==> config.mk <==
export PLATFORM = sky130hd
export DESIGN_NAME = tpz_ctrl
export DESIGN_NICKNAME = d
export VERILOG_FILES = /design/src/rtl/core/tpz_pkg.sv /design/src/rtl/core/tpz_ctrl.sv
export SDC_FILE = /design/constraint.sdc
export NUM_CORES = 1
export LEC_CHECK = 0
export ABC_AREA = 0
export BUFFER_PORTS_ARGS = -buffer_cell sky130_fd_sc_hd__buf_2
export CAP_MARGIN = 20
export CORE_MARGIN = 4
export CORE_UTILIZATION = 55
export DETAILED_ROUTE_END_ITERATION = 6
export HOLD_SLACK_MARGIN = 0.02
export MAX_ROUTING_LAYER = met4
export PLACE_DENSITY = 0.84
export REMOVE_ABC_BUFFERS = 1
export SETUP_SLACK_MARGIN = 0.2
export SYNTH_ARGS = -nofsm -noshare
export SYNTH_HDL_FRONTEND = slang
export SYNTH_SLANG_ARGS = --single-unit
==> constraint.sdc <==
create_clock -name clk_i -period 4.9 [get_ports clk_i]
set_input_delay 0.98 -clock clk_i [delete_from_list [all_inputs] [get_ports clk_i]]
set_output_delay 0.98 -clock clk_i [all_outputs]
set_load 0.02 [all_outputs]
==> src/rtl/core/tpz_pkg.sv <==
// Shared types, constants and helpers of the torus point z-buffer plotter.
package tpz_pkg;

  localparam int SCREEN_COLS_DEF = 80;
  localparam int SCREEN_ROWS_DEF = 25;

  localparam int DIV_STEPS = 29;  // quotient bits of 2^28 / den

  typedef enum logic [1:0] {
    FUNC_CLEAR = 2'd0,
    FUNC_PLOT  = 2'd1,
    FUNC_READ  = 2'd2,
    FUNC_NOP   = 2'd3
  } func_e;

  typedef enum logic [2:0] {
    CFG_SIN_A  = 3'd0,
    CFG_COS_A  = 3'd1,
    CFG_SIN_B  = 3'd2,
    CFG_COS_B  = 3'd3,
    CFG_R1     = 3'd4,
    CFG_R2     = 3'd5,
    CFG_K2     = 3'd6,
    CFG_UNUSED = 3'd7
  } cfg_idx_e;

  // one shared multiply per step
  typedef enum logic [4:0] {
    MS_CPCT, MS_N1, MS_CACT, MS_N2, MS_N3, MS_CAST, MS_CTSA, MS_P5,
    MS_N4, MS_Q, MS_HS, MS_HC, MS_Z1, MS_RSA, MS_Z2, MS_T1,
    MS_RST, MS_T2, MS_X1, MS_X2, MS_Y1, MS_Y2, MS_XD, MS_YD
  } mstep_e;

  typedef enum logic [3:0] {
    ST_INIT, ST_IDLE, ST_CLR, ST_RD, ST_RDW, ST_MUL, ST_DEN, ST_DCHK,
    ST_DIV, ST_MULX, ST_MULY, ST_PROJ, ST_CHK, ST_LOOK, ST_CMP, ST_FIN
  } state_e;

  typedef struct packed {
    logic   load_in;
    logic   init_wr;
    logic   clr_cell;
    logic   rd_issue;
    logic   rd_take;
    logic   zero_res;
    logic   mul_en;
    mstep_e step;
    logic   den_en;
    logic   miss;
    logic   div_init;
    logic   div_en;
    logic   proj_en;
    logic   chk_en;
    logic   look_rd;
    logic   cmp_en;
    logic   out_load;
  } ctl_cmd_t;

  typedef struct packed {
    logic idx_ok;
    logic den_pos;
    logic on_scr;
    logic out_free;
  } dp_stat_t;

  localparam logic [7:0] CHAR_SPACE = 8'h20;

  function automatic logic [7:0] shade_char(input logic [3:0] lvl);
    logic [7:0] c;
    unique case (lvl)
      4'd0:    c = 8'h2E;  // .
      4'd1:    c = 8'h2C;  // ,
      4'd2:    c = 8'h2D;  // -
      4'd3:    c = 8'h7E;  // ~
      4'd4:    c = 8'h3A;  // :
      4'd5:    c = 8'h3B;  // ;
      4'd6:    c = 8'h3D;  // =
      4'd7:    c = 8'h21;  // !
      4'd8:    c = 8'h2A;  // *
      4'd9:    c = 8'h23;  // #
      4'd10:   c = 8'h24;  // $
      default: c = 8'h40;  // @
    endcase
    return c;
  endfunction

endpackage

==> src/rtl/core/tpz_ctrl.sv <==
// Sequencer of the plotter: sweeps, command dispatch and the plot step order.
module tpz_ctrl #(
  parameter int CELLS = tpz_pkg::SCREEN_COLS_DEF * tpz_pkg::SCREEN_ROWS_DEF,
  localparam int ADDR_W = $clog2(CELLS)
) (
  input  logic                clk_i,
  input  logic                rst_ni,
  input  logic                in_valid_i,
  input  logic [1:0]          in_func_i,
  output logic                in_ready_o,
  input  tpz_pkg::dp_stat_t   stat_i,
  output tpz_pkg::ctl_cmd_t   cmd_o,
  output logic [ADDR_W-1:0]   init_addr_o
);

  tpz_pkg::state_e   state_q, state_d;
  tpz_pkg::mstep_e   step_q, step_d;
  logic [ADDR_W-1:0] cnt_q, cnt_d;

  assign init_addr_o = cnt_q;

  always_ff @(posedge clk_i or negedge rst_ni) begin
    if (!rst_ni) begin
      state_q <= tpz_pkg::ST_INIT;
      step_q  <= tpz_pkg::MS_CPCT;
      cnt_q   <= '0;
    end else begin
      state_q <= state_d;
      step_q  <= step_d;
      cnt_q   <= cnt_d;
    end
  end

  always_comb begin
    state_d    = state_q;
    step_d     = step_q;
    cnt_d      = cnt_q;
    cmd_o      = '0;
    cmd_o.step = step_q;
    in_ready_o = 1'b0;
    unique case (state_q)
      tpz_pkg::ST_INIT: begin
        cmd_o.init_wr = 1'b1;
        cnt_d = cnt_q + 1'b1;
        if (cnt_q == ADDR_W'(CELLS - 1)) begin
          cnt_d   = '0;
          state_d = tpz_pkg::ST_IDLE;
        end
      end
      tpz_pkg::ST_IDLE: begin
        in_ready_o = 1'b1;
        if (in_valid_i) begin
          cmd_o.load_in = 1'b1;
          unique case (tpz_pkg::func_e'(in_func_i))
            tpz_pkg::FUNC_CLEAR: state_d = tpz_pkg::ST_CLR;
            tpz_pkg::FUNC_PLOT: begin
              step_d  = tpz_pkg::MS_CPCT;
              state_d = tpz_pkg::ST_MUL;
            end
            tpz_pkg::FUNC_READ: state_d = tpz_pkg::ST_RD;
            default: begin
              cmd_o.zero_res = 1'b1;
              state_d = tpz_pkg::ST_FIN;
            end
          endcase
        end
      end
      tpz_pkg::ST_CLR: begin
        cmd_o.clr_cell = 1'b1;
        state_d = tpz_pkg::ST_FIN;
      end
      tpz_pkg::ST_RD: begin
        cmd_o.rd_issue = 1'b1;
        state_d = tpz_pkg::ST_RDW;
      end
      tpz_pkg::ST_RDW: begin
        cmd_o.rd_take = 1'b1;
        state_d = tpz_pkg::ST_FIN;
      end
      tpz_pkg::ST_MUL: begin
        cmd_o.mul_en = 1'b1;
        if (step_q == tpz_pkg::MS_Y2) begin
          state_d = tpz_pkg::ST_DEN;
        end else begin
          step_d = tpz_pkg::mstep_e'(step_q + 5'd1);
        end
      end
      tpz_pkg::ST_DEN: begin
        cmd_o.den_en = 1'b1;
        state_d = tpz_pkg::ST_DCHK;
      end
      tpz_pkg::ST_DCHK: begin
        if (stat_i.den_pos) begin
          cmd_o.div_init = 1'b1;
          cnt_d   = '0;
          state_d = tpz_pkg::ST_DIV;
        end else begin
          cmd_o.miss = 1'b1;
          state_d = tpz_pkg::ST_FIN;
        end
      end
      tpz_pkg::ST_DIV: begin
        cmd_o.div_en = 1'b1;
        cnt_d = cnt_q + 1'b1;
        if (cnt_q == ADDR_W'(tpz_pkg::DIV_STEPS - 1)) begin
          cnt_d   = '0;
          state_d = tpz_pkg::ST_MULX;
        end
      end
      tpz_pkg::ST_MULX: begin
        cmd_o.mul_en = 1'b1;
        cmd_o.step   = tpz_pkg::MS_XD;
        state_d = tpz_pkg::ST_MULY;
      end
      tpz_pkg::ST_MULY: begin
        cmd_o.mul_en = 1'b1;
        cmd_o.step   = tpz_pkg::MS_YD;
        state_d = tpz_pkg::ST_PROJ;
      end
      tpz_pkg::ST_PROJ: begin
        cmd_o.proj_en = 1'b1;
        state_d = tpz_pkg::ST_CHK;
      end
      tpz_pkg::ST_CHK: begin
        cmd_o.chk_en = 1'b1;
        state_d = tpz_pkg::ST_LOOK;
      end
      tpz_pkg::ST_LOOK: begin
        if (stat_i.on_scr) begin
          cmd_o.look_rd = 1'b1;
          state_d = tpz_pkg::ST_CMP;
        end else begin
          cmd_o.miss = 1'b1;
          state_d = tpz_pkg::ST_FIN;
        end
      end
      tpz_pkg::ST_CMP: begin
        cmd_o.cmp_en = 1'b1;
        state_d = tpz_pkg::ST_FIN;
      end
      tpz_pkg::ST_FIN: begin
        if (stat_i.out_free) begin
          cmd_o.out_load = 1'b1;
          state_d = tpz_pkg::ST_IDLE;
        end
      end
      default: state_d = tpz_pkg::ST_IDLE;
    endcase
  end

endmodule

==> implementation parameters, run 1 <==
Parameter                              Value

Outcome
  Status    complete, no violations

Synthesis
  Async SR Flop Fraction    100%
  Multiplexer fraction of the synthesized cell area    1.01%
  Proportion of synthesized chip area in sequential cells    33.8%
  Area leader, netlist    sky130_fd_sc_hd__dfrtp_1
  Largest family of logic cells by synthesized area    simple AND/OR/NAND/NOR gates
  Number of distinct library cells after synthesis    42
  Prevailing post-synth register cell    sky130_fd_sc_hd__dfrtp_1
  Synth Area in Compound Gates    between 20% and 30%
  Synthesis warning total    0
  Synth Area in XOR/XNOR    0%
  Number of flops mapped to enable cells by yosys    0
  Synthesized area per cell    8.15 um^2
  Cell count after synthesis    about 180
  FF+latch count, synth    20
  Area of the mapped netlist    1480 um^2
  Area share of the largest cell type after synthesis    roughly 34%
  Simple-gate portion of the synthesized area    36.5%
  Top cells by area, synth    sky130_fd_sc_hd__dfrtp_1 34%, sky130_fd_sc_hd__a22o_1 6.5%, sky130_fd_sc_hd__nand2_1 5.1%
  Post-Synth Adder-Cell Area    3.38%

CTS
  Cts hold-fix bufs    0
  Deepest level of the CTS H-tree    1
  Number of resized instances in the post-cts repair step    0
  Clk Latency, worst-skew pair    ~0.30 ns
  TritonCTS buffer count    3
  Clock root cell    sky130_fd_sc_hd__clkbuf_4
  Clk slew on worst S/H paths    0.11 ns
  CTS tree    yes
  Buffers inserted by post-CTS timing repair    0
  Total number of clock tree sinks    20
  Max Buffers Root-to-Sink    2

Power
  Sequential share of power    between 30 and 40%
  Clk network pwr share    8.0%
  Combinational share of power    55.8%
  PD cells    570 nW/um^2
  Switching portion of total power    52.6%
  Max rail drop VDD    between 0.0004 and 0.0005 V
  Switching power    513 uW
  P_leak    ~0.83 nW
  Internal Dissipation    between 400 and 500 uW
  Total Power Consumption    about 980 uW

Detailed routing
  Number of detailed-route iterations in the first pass    4
  Number of vias per cell    6.07
  Number of vias in the routed layout    about 1500
  Average wire per cell in the routed design    ~15 um
  Antenna Nets Post-Route    0
  Drc violations    0
  Detailed router's first-iteration violation count    84
  Detailed Route WL    3740 um

STA
  RSZ-0062 raised after global routing    false
  Final number of max-transition violations    0
  Upper clock frequency limit    ~310 MHz
  Relative slew slack    54.6%
  Final period demand of the worst path    3.21 ns
  Final setup TNS    0 ns
  Count of final setup violators    0
  Worst Max-Slew Pin Slew    0.681 ns
  Final Hold Vio Count    0
  Fraction of the cycle the final worst path needs    65.5%
  Fin Clk Skew    0.00129 ns

Worst setup path
  Largest stage delay, worst path    around 0.70 ns
  Worst setup path endpoint    cmd_o[15]
  Cell Chain, Critical Path    nand2b_1 > or3_1 > inv_1 > and2_1 > and3_1 > buf_2
  Number of cells on the worst reg-to-reg path    5
  Critical Path Start    state_q[0]
  Internal reg-to-reg setup slack    2.60 ns
  Capture point of the worst reg-to-reg path    step_q[4]
  Maximum fanout count along the critical path    16
  Data arrival time of the critical path    between 2 and 2.5 ns
  Critical path endpoint category    primary output
  Required time of the critical path    3.92 ns
  Startpoint type of the worst setup path    register
  Reg2Reg Launch Point    state_q[0]
  Slowest library cell on the worst path    sky130_fd_sc_hd__dfrtp_1
  Worst Setup Path Type    reg2out

Floorplanning
  Initial core utilization    approximately three fifths
  Number of cell rows    18
  IO Count    42
  Die width    roughly 60 um
  Overall die height    59.9 um
  Die ar.    3590 um^2
  Core area    about 2500 um^2

Global routing
  Number of global-route vias before repair    1395
  Grt ovf    0
  Global-route wire length before repair    6330 um
  Global routing usage summed across all routing layers    23.5%
  Number of antenna violations at the first check in global routing    0
  Pin count of the biggest net entering global routing    23

Placed design
  Dpl hpwl    2810 um
  Final weighted congestion in routability-driven placement    about 0.88
  Inst Count DP    approximately 240
  Instance area after placement    1690 um^2
  Quantity of I/O buffers inserted on ports    40

Hold path
  Hold crit path type    reg2reg
  Worst hold stages    2

Final layout
  Final instance area    between 1500 and 2000 um^2
  Total inserted antenna cells    0
  Fraction of layout instances using a drive strength above 1    24.4%
  Growth of design area from synthesis to finish    15.4%
  Number of nets in the layout    ~230
  Final std cells w/o fill    247
  Fillers    222

Flow run
  Max-cap violations    0
==> registers in the layout, summed over array words and instances (netlist names) <==
register and count:
state_q 4, step_q 5, init_addr_o 11
==> worst min path at each step <==
stage,startpoint,end
after global routing,step_q[2],step_q[2]
after floorplan,step_q[1],step_q[1]
after detailed placement,step_q[1],step_q[1]
final,step_q[1],step_q[1]
after global placement,step_q[1],step_q[1]
after CTS,step_q[1],step_q[1]
==> cells in the final DEF (no fill, tap or decap), types with 6 or more instances in the layout <==
| cell | n |
|---|---|
| sky130_fd_sc_hd__a22o_1 | 11 |
| sky130_fd_sc_hd__buf_2 | 40 |
| sky130_fd_sc_hd__dfrtp_1 | 20 |
| sky130_fd_sc_hd__nor2_1 | 15 |
| sky130_fd_sc_hd__nand3_1 | 7 |
| sky130_fd_sc_hd__a21oi_1 | 6 |
| sky130_fd_sc_hd__inv_1 | 6 |
| sky130_fd_sc_hd__o21ai_0 | 13 |
| sky130_fd_sc_hd__nand2_1 | 20 |
| sky130_fd_sc_hd__nand2b_1 | 8 |
| sky130_fd_sc_hd__nor3_1 | 11 |
==> cell families (layout without fill, tap and decap cells) <==
| kind of cell | count (synthesis) | in the layout |
|---|---|---|
| simple gates | 97 | 97 |
| fa+ha+maj | 4 | 4 |
| flops | 20 | 20 |
| mux | 1 | 1 |
| buf+inv | 14 | 49 |
| compound gates | 46 | 46 |
==> synth_stat cells (all sizes together) (5+ instances only) <==
cell type and number:
dfrtp 20, nand2 20, nor2 16, o21ai 16, a22o 11, nor3 11
nand2b 8, nand3 7, a21oi 6, inv 6, nor4 5
==> final cells by class <==
cell class              count  area, um^2  share of cell area [%]
clock buffers               3        22.5                    1.32
inverters                   6        22.5                    1.32
multi-input cells         148         928                    54.2
flip-flops and latches     20         500                    29.2
well taps                  30        37.5                    2.19
repair buffers             40         200                    11.7
==> metrics by stage <==
step | util [%] | hold WS, ns | setup WS, ns
after floorplan | - | 0.496 | 2.02
after global placement | 67.0 | 0.517 | 2.13
after detailed placement | 67.0 | 0.552 | 2.04
after CTS | 67.9 | 0.577 | 1.71
after global routing | 67.9 | 0.611 | 1.50
final | 67.9 | 0.577 | 1.69
==> worst max-delay path: cells and delay by family (launching register included) <==
kind	cells	cell delay (ns)
buf+inv	2	0.26
flops	1	0.70
simple gates	4	0.97
==> per-layer routing <==
metal,GRT usage (%),vias to the layer above,part of all wire (%)
li1,-,741,-
met1,28.7,710,43
met2,40.7,43,51
met3,3.02,5,4.4
met4,6.01,0,0.91
met5,-,-,0
==> power groups by stage <==
stage,registers (mW),clock network [mW],logic (mW)
6_report,0.353,0.0782,0.545
5_1_grt,0.371,0.0865,0.603
4_1_cts,0.348,0.0785,0.549
3_5_place_dp,0.352,0,0.547
3_3_place_gp,0.343,0,0.524
2_1_floorplan,0.343,0,0.378
Note: power is estimated with default switching activity, not from simulation.
==> run 2: changes to the inputs <==
Settings changed: CORE_UTILIZATION 55 to 47, PLACE_DENSITY 0.84 to 0.76.
Clock period 4.9 ns to 2.6 ns, I/O delays scaled along.
==> run 2 against run 1 <==
Die area increased by 15%. Wire length shrank 5.5%. Critical path depth is 1 lower. Largest power group unchanged. Power rose by 100%. Highest routed layer unchanged. Register-to-register slack got worse by 2.2 ns. Clock skew up 0.0052 ns. Worst setup slack got worse by 1.4 ns.
==> implementation parameters, run 2 (synthesis results as in run 1) <==
Parameter                              Value

Final layout
  Top library cells by usage in the layout, fill and taps aside    40 x sky130_fd_sc_hd__buf_2, 20 x sky130_fd_sc_hd__nand2_1, 19 x sky130_fd_sc_hd__dfrtp_1, 15 x sky130_fd_sc_hd__nor2_1, 13 x sky130_fd_sc_hd__o21ai_0
  Core utilization of the finished layout    59.5%
  Final std cells w/o fill    266
  Total inserted antenna cells    0
  Commonest non-fill, non-tap cell in the layout    sky130_fd_sc_hd__buf_2
  Final instance area    1800 um^2
  Flip-flop count of the largest register after layout    11
  Fraction of layout instances using a drive strength above 1    a little over a quarter
  Fillers    284
  Number of nets in the layout    between 200 and 250
  Growth of design area from synthesis to finish    21.6%

Global routing
  Number of antenna violations at the first check in global routing    0
  Grt ovf    0
  Pin count of the biggest net entering global routing    21
  Number of global-route vias before repair    about 1300
  Global-route wire length before repair    a little over 6000 um
  Global routing usage summed across all routing layers    18.3%

STA
  Relative slew slack    ~68%
  RSZ-0062 raised after global routing    true
  Count of final setup violators    0
  Fraction of the cycle the final worst path needs    88.4%
  Final period demand of the worst path    between 2 and 2.5 ns
  Upper clock frequency limit    about 440 MHz
  Final number of max-transition violations    0
  Worst Max-Slew Pin Slew    0.481 ns
  Final setup TNS    0 ns
  Final Hold Vio Count    0
  Fin Clk Skew    roughly 0.0065 ns
  Final Worst Setup Slack    0.303 ns
  Hold slack final    ~0.14 ns

Detailed routing
  Highest metal layer with signal wires    met4
  WL met2    around 1800 um
  Met1 routed wirelength after detailed routing    approximately 1600 um
  Routed length on met3    174 um
  Number of detailed-route iterations in the first pass    4
  Antenna Nets Post-Route    0
  Detailed router's first-iteration violation count    approximately 110
  Average wire per cell in the routed design    13.3 um
  Drc violations    0
  Number of vias per cell    between 5 and 6
  Detailed Route WL    3540 um
  Number of vias in the routed layout    1501

Worst setup path
  Critical path endpoint category    primary output
  Startpoint type of the worst setup path    register
  Worst Setup Path Type    reg2out
  Maximum fanout count along the critical path    15
  Data arrival time of the critical path    about 1.8 ns
  Internal reg-to-reg setup slack    0.42 ns
  Required time of the critical path    2.08 ns

Placed design
  Pre-CTS WS    0.454 ns
  Quantity of I/O buffers inserted on ports    40
  Inst Count DP    262
  Dpl hpwl    approximately 2600 um
  Final weighted congestion in routability-driven placement    0.822
  Instance area after placement    1740 um^2

Floorplanning
  Core area    3030 um^2
  Initial core utilization    49.0%
  IO Count    42
  Overall die height    about 64 um
  Die ar.    4120 um^2
  Number of cell rows    20
  Die width    64.2 um

CTS
  Buffers inserted by post-CTS timing repair    0
  Clk Latency, worst-skew pair    0.30 ns
  Clock root cell    sky130_fd_sc_hd__clkbuf_4
  Deepest level of the CTS H-tree    1
  Max Buffers Root-to-Sink    2
  Cts hold-fix bufs    0
  Clk slew on worst S/H paths    0.12 ns
  CTS tree    yes
  TritonCTS buffer count    3
  Total number of clock tree sinks    20

Outcome
  Status    complete, no violations

Flow run
  Max-cap violations    0

Power
  P_leak    0.874 nW
  PD cells    approximately 1100 nW/um^2
  Total Power Consumption    ~2.0 mW
  Max rail drop VDD    0.000687 V

Hold path
  Hold crit path type    in2async
## run 2: final cells by class
| class | instances | area, um^2 | share of cell area (%) |
|---|---|---|---|
| Multi-Input combinational cell | 148 | 941 | 52.2 |
| Clock buffer | 3 | 22.5 | 1.25 |
| Timing Repair Buffer | 44 | 230 | 12.8 |
| Sequential cell | 20 | 502 | 27.8 |
| Clock inverter | 1 | 30.0 | 1.67 |
| Inverter | 6 | 22.5 | 1.25 |
| Tap cell | 44 | 55.1 | 3.05 |
## run 2: timing repair
action	CTS	global route
hold endpoints to repair	0	0
endpoints found under the setup margin	1	1
gates resized for setup	1	3
## run 2: metal layers
| layer | global-route usage, % | vias to the layer above |
|---|---|---|
| li1 | - | 750 |
| met1 | 23.6 | 717 |
| met2 | 30.6 | 32 |
| met3 | 4.04 | 2 |
| met4 | 1.58 | 0 |
| met5 | - | - |
## run 2: worst paths after layout
check | end | depth (start not counted) | start
hold / removal | step_q[1] | 1 | rst_ni
setup reg to reg | init_addr_o[2] | 6 | init_addr_o[1]
setup / recovery | cmd_o[12] | 5 | state_q[0]
min in group clk_i | state_q[1] | 3 | stat_i[0]
max in group asynchronous | state_q[2] | 1 | rst_ni
hold reg to reg | step_q[1] | 2 | step_q[1]
## run 2: worst max-delay path, stage by stage, from the launching register on
cell                       delay, ns
sky130_fd_sc_hd__dfrtp_1        0.43
sky130_fd_sc_hd__buf_4          0.20
sky130_fd_sc_hd__nand2b_1       0.26
sky130_fd_sc_hd__a21o_1         0.27
sky130_fd_sc_hd__and2_1         0.16
sky130_fd_sc_hd__buf_2          0.15
## run 2: power breakdown
part | switching [mW] | total, mW | leakage, nW | internal [mW]
clock network | 0.0977 | 0.254 | 0.0279 | 0.156
registers | 0.147 | 0.561 | 0.255 | 0.414
logic | 0.723 | 1.18 | 0.591 | 0.455
total | 0.968 | 1.99 | 0.874 | 1.02
==> run 3: changes to the inputs <==
Settings changed: BUFFER_PORTS_ARGS -buffer_cell sky130_fd_sc_hd__buf_2 to -buffer_cell sky130_fd_sc_hd__buf_4, CELL_PAD_IN_SITES_DETAIL_PLACEMENT set to 0, CELL_PAD_IN_SITES_GLOBAL_PLACEMENT set to 2, CORE_UTILIZATION 47 to 26, PLACE_DENSITY 0.76 to unset, PLACE_DENSITY_LB_ADDON set to 0.1, SLEW_MARGIN set to 20.
==> run 3 against run 2 <==
Non-clock buffer count is 1 higher. Global-route usage is 5.5 points lower. Critical endpoint unchanged. Sequential power is 3.9% higher. Clock skew is 0.0052 ns lower. Cell count is 11% higher. Clock power is 23% higher. First-iteration DRC count is 45% lower. Critical path depth stayed put. Die area is 69% higher. Count of clock-buffer cells in the layout stayed put. Wire length is 25% higher. Largest power group unchanged.
==> implementation parameters, run 3 (synthesis results as in run 1) <==
Parameter                              Value

Floorplanning
  IO Count    42
  Die ar.    6970 um^2
  Overall die height    83.5 um
  Number of cell rows    27
  Die width    about 84 um
  Initial core utilization    a little over a quarter
  Core area    5510 um^2

Detailed routing
  Drc violations    0
  Detailed Route WL    ~4400 um
  Met1 routed wirelength after detailed routing    2070 um
  Highest metal layer with signal wires    met4
  Detailed router's first-iteration violation count    62
  Average wire per cell in the routed design    14.9 um
  Number of detailed-route iterations in the first pass    4
  Routed length on met3    roughly 250 um
  Antenna Nets Post-Route    0
  Number of vias per cell    5.12
  WL met2    between 2000 and 2500 um
  Number of vias in the routed layout    1509

STA
  Worst Max-Slew Pin Slew    between 0.5 and 0.6 ns
  Upper clock frequency limit    439 MHz
  Count of final setup violators    0
  Relative slew slack    62.1%
  Final Hold Vio Count    0
  Final period demand of the worst path    around 2.3 ns
  RSZ-0062 raised after global routing    false
  Fin Clk Skew    around 0.0014 ns
  Fraction of the cycle the final worst path needs    87.6%
  Final number of max-transition violations    0
  Final setup TNS    0 ns

Global routing
  Number of global-route vias before repair    ~1500
  Number of antenna violations at the first check in global routing    0
  Grt ovf    0
  Pin count of the biggest net entering global routing    21
  Global routing usage summed across all routing layers    between 10% and 20%
  Global-route wire length before repair    7340 um

Final layout
  Growth of design area from synthesis to finish    32.2%
  Flip-flop count of the largest register after layout    11
  Final std cells w/o fill    between 200 and 300
  Total inserted antenna cells    0
  Fraction of layout instances using a drive strength above 1    27.8%
  Top library cells by usage in the layout, fill and taps aside    45 x sky130_fd_sc_hd__buf_4, 20 x sky130_fd_sc_hd__nand2_1, 18 x sky130_fd_sc_hd__dfrtp_1, 15 x sky130_fd_sc_hd__nor2_1, 13 x sky130_fd_sc_hd__o21ai_0
  Number of nets in the layout    237
  Commonest non-fill, non-tap cell in the layout    sky130_fd_sc_hd__buf_4

Worst setup path
  Critical path endpoint category    primary output
  Required time of the critical path    2.08 ns
  Startpoint type of the worst setup path    register
  Maximum fanout count along the critical path    14
  Data arrival time of the critical path    ~1.8 ns
  Worst Setup Path Type    reg2out

CTS
  Clk Latency, worst-skew pair    ~0.26 ns
  CTS tree    yes
  Clk slew on worst S/H paths    0.08 ns
  Deepest level of the CTS H-tree    1
  TritonCTS buffer count    3
  Clock root cell    sky130_fd_sc_hd__clkbuf_8
  Max Buffers Root-to-Sink    2
  Total number of clock tree sinks    20

Power
  P_leak    0.892 nW
  Max rail drop VDD    around 0.00039 V
  PD cells    1110 nW/um^2

Placed design
  Final weighted congestion in routability-driven placement    between 0.7 and 0.8
  Dpl hpwl    3320 um
  Quantity of I/O buffers inserted on ports    40
  Inst Count DP    roughly 290

Outcome
  Status    complete, no violations

Hold path
  Hold crit path type    in2async

Flow run
  Max-cap violations    0
-- run 3: cell count changes in the layout (fill, tap and decap cells not counted), sizes merged --
cell,delta
buf,+1
-- run 3: area by class of cell --
class	count	area, um^2
fillers	569	3550
multi-input cells	148	936
flip-flops and latches	20	503
repair buffers	45	338
well taps	72	90.1
clock buffers	3	41.3
clock inverters	1	30.0
inverters	6	22.5
-- run 3: final timing paths --
check | start | endpoint | slack, ns | cells past startpoint
worst min register to register | step_q[2] | step_q[2] | 0.56 | 1
worst max register to register | init_addr_o[0] | init_addr_o[8] | 0.48 | 7
worst max-delay path | state_q[0] | cmd_o[12] | 0.32 | 5
max in group asynchronous | rst_ni | state_q[2] | 2.23 | 1
min in group clk_i | step_q[2] | step_q[2] | 0.56 | 1
worst min-delay path | rst_ni | init_addr_o[6] | 0.13 | 1
-- run 3: power by group --
part | total (mW) | internal [mW] | switching (mW)
Sequential | 0.583 | 0.415 | 0.168
Clock | 0.312 | 0.205 | 0.107
Combinational | 1.28 | 0.536 | 0.743
Total | 2.17 | 1.16 | 1.02
-- run 3: repair_timing --
action,4_1_cts,5_1_grt
setup endpoints to repair,0,1
buffers inserted,0,0
hold buffers,0,0
resized for setup,0,4
-- run 3: critical path: stages (launching register included) --
cell and delay, ns:
sky130_fd_sc_hd__dfrtp_1 0.42, sky130_fd_sc_hd__buf_4 0.21, sky130_fd_sc_hd__nand2b_1 0.27, sky130_fd_sc_hd__a21o_1 0.29, sky130_fd_sc_hd__and2_1 0.17, sky130_fd_sc_hd__buf_4 0.15
-- run 3: layer usage --
metal  track usage (%)  up-vias
met3              2.57        6
met4              2.78        0
met5                 -        -
met1              16.7      709
li1                  -      749
met2              20.6       45
-- run 3: metrics by stage --
step                      instance area [um^2]  total power [mW]  hold slack (ns)  utilization (%)  setup slack, ns
after floorplan                           1450              1.36            0.224                -            0.185
after global placement                    1880              1.85            0.421             34.1            0.522
after detailed placement                  1880              1.87            0.424             34.1            0.478
after CTS                                 1950              2.19            0.138             35.4            0.229
after global routing                      1960              2.35            0.142             35.6            0.216
final                                     1960              2.17            0.132             35.6            0.322
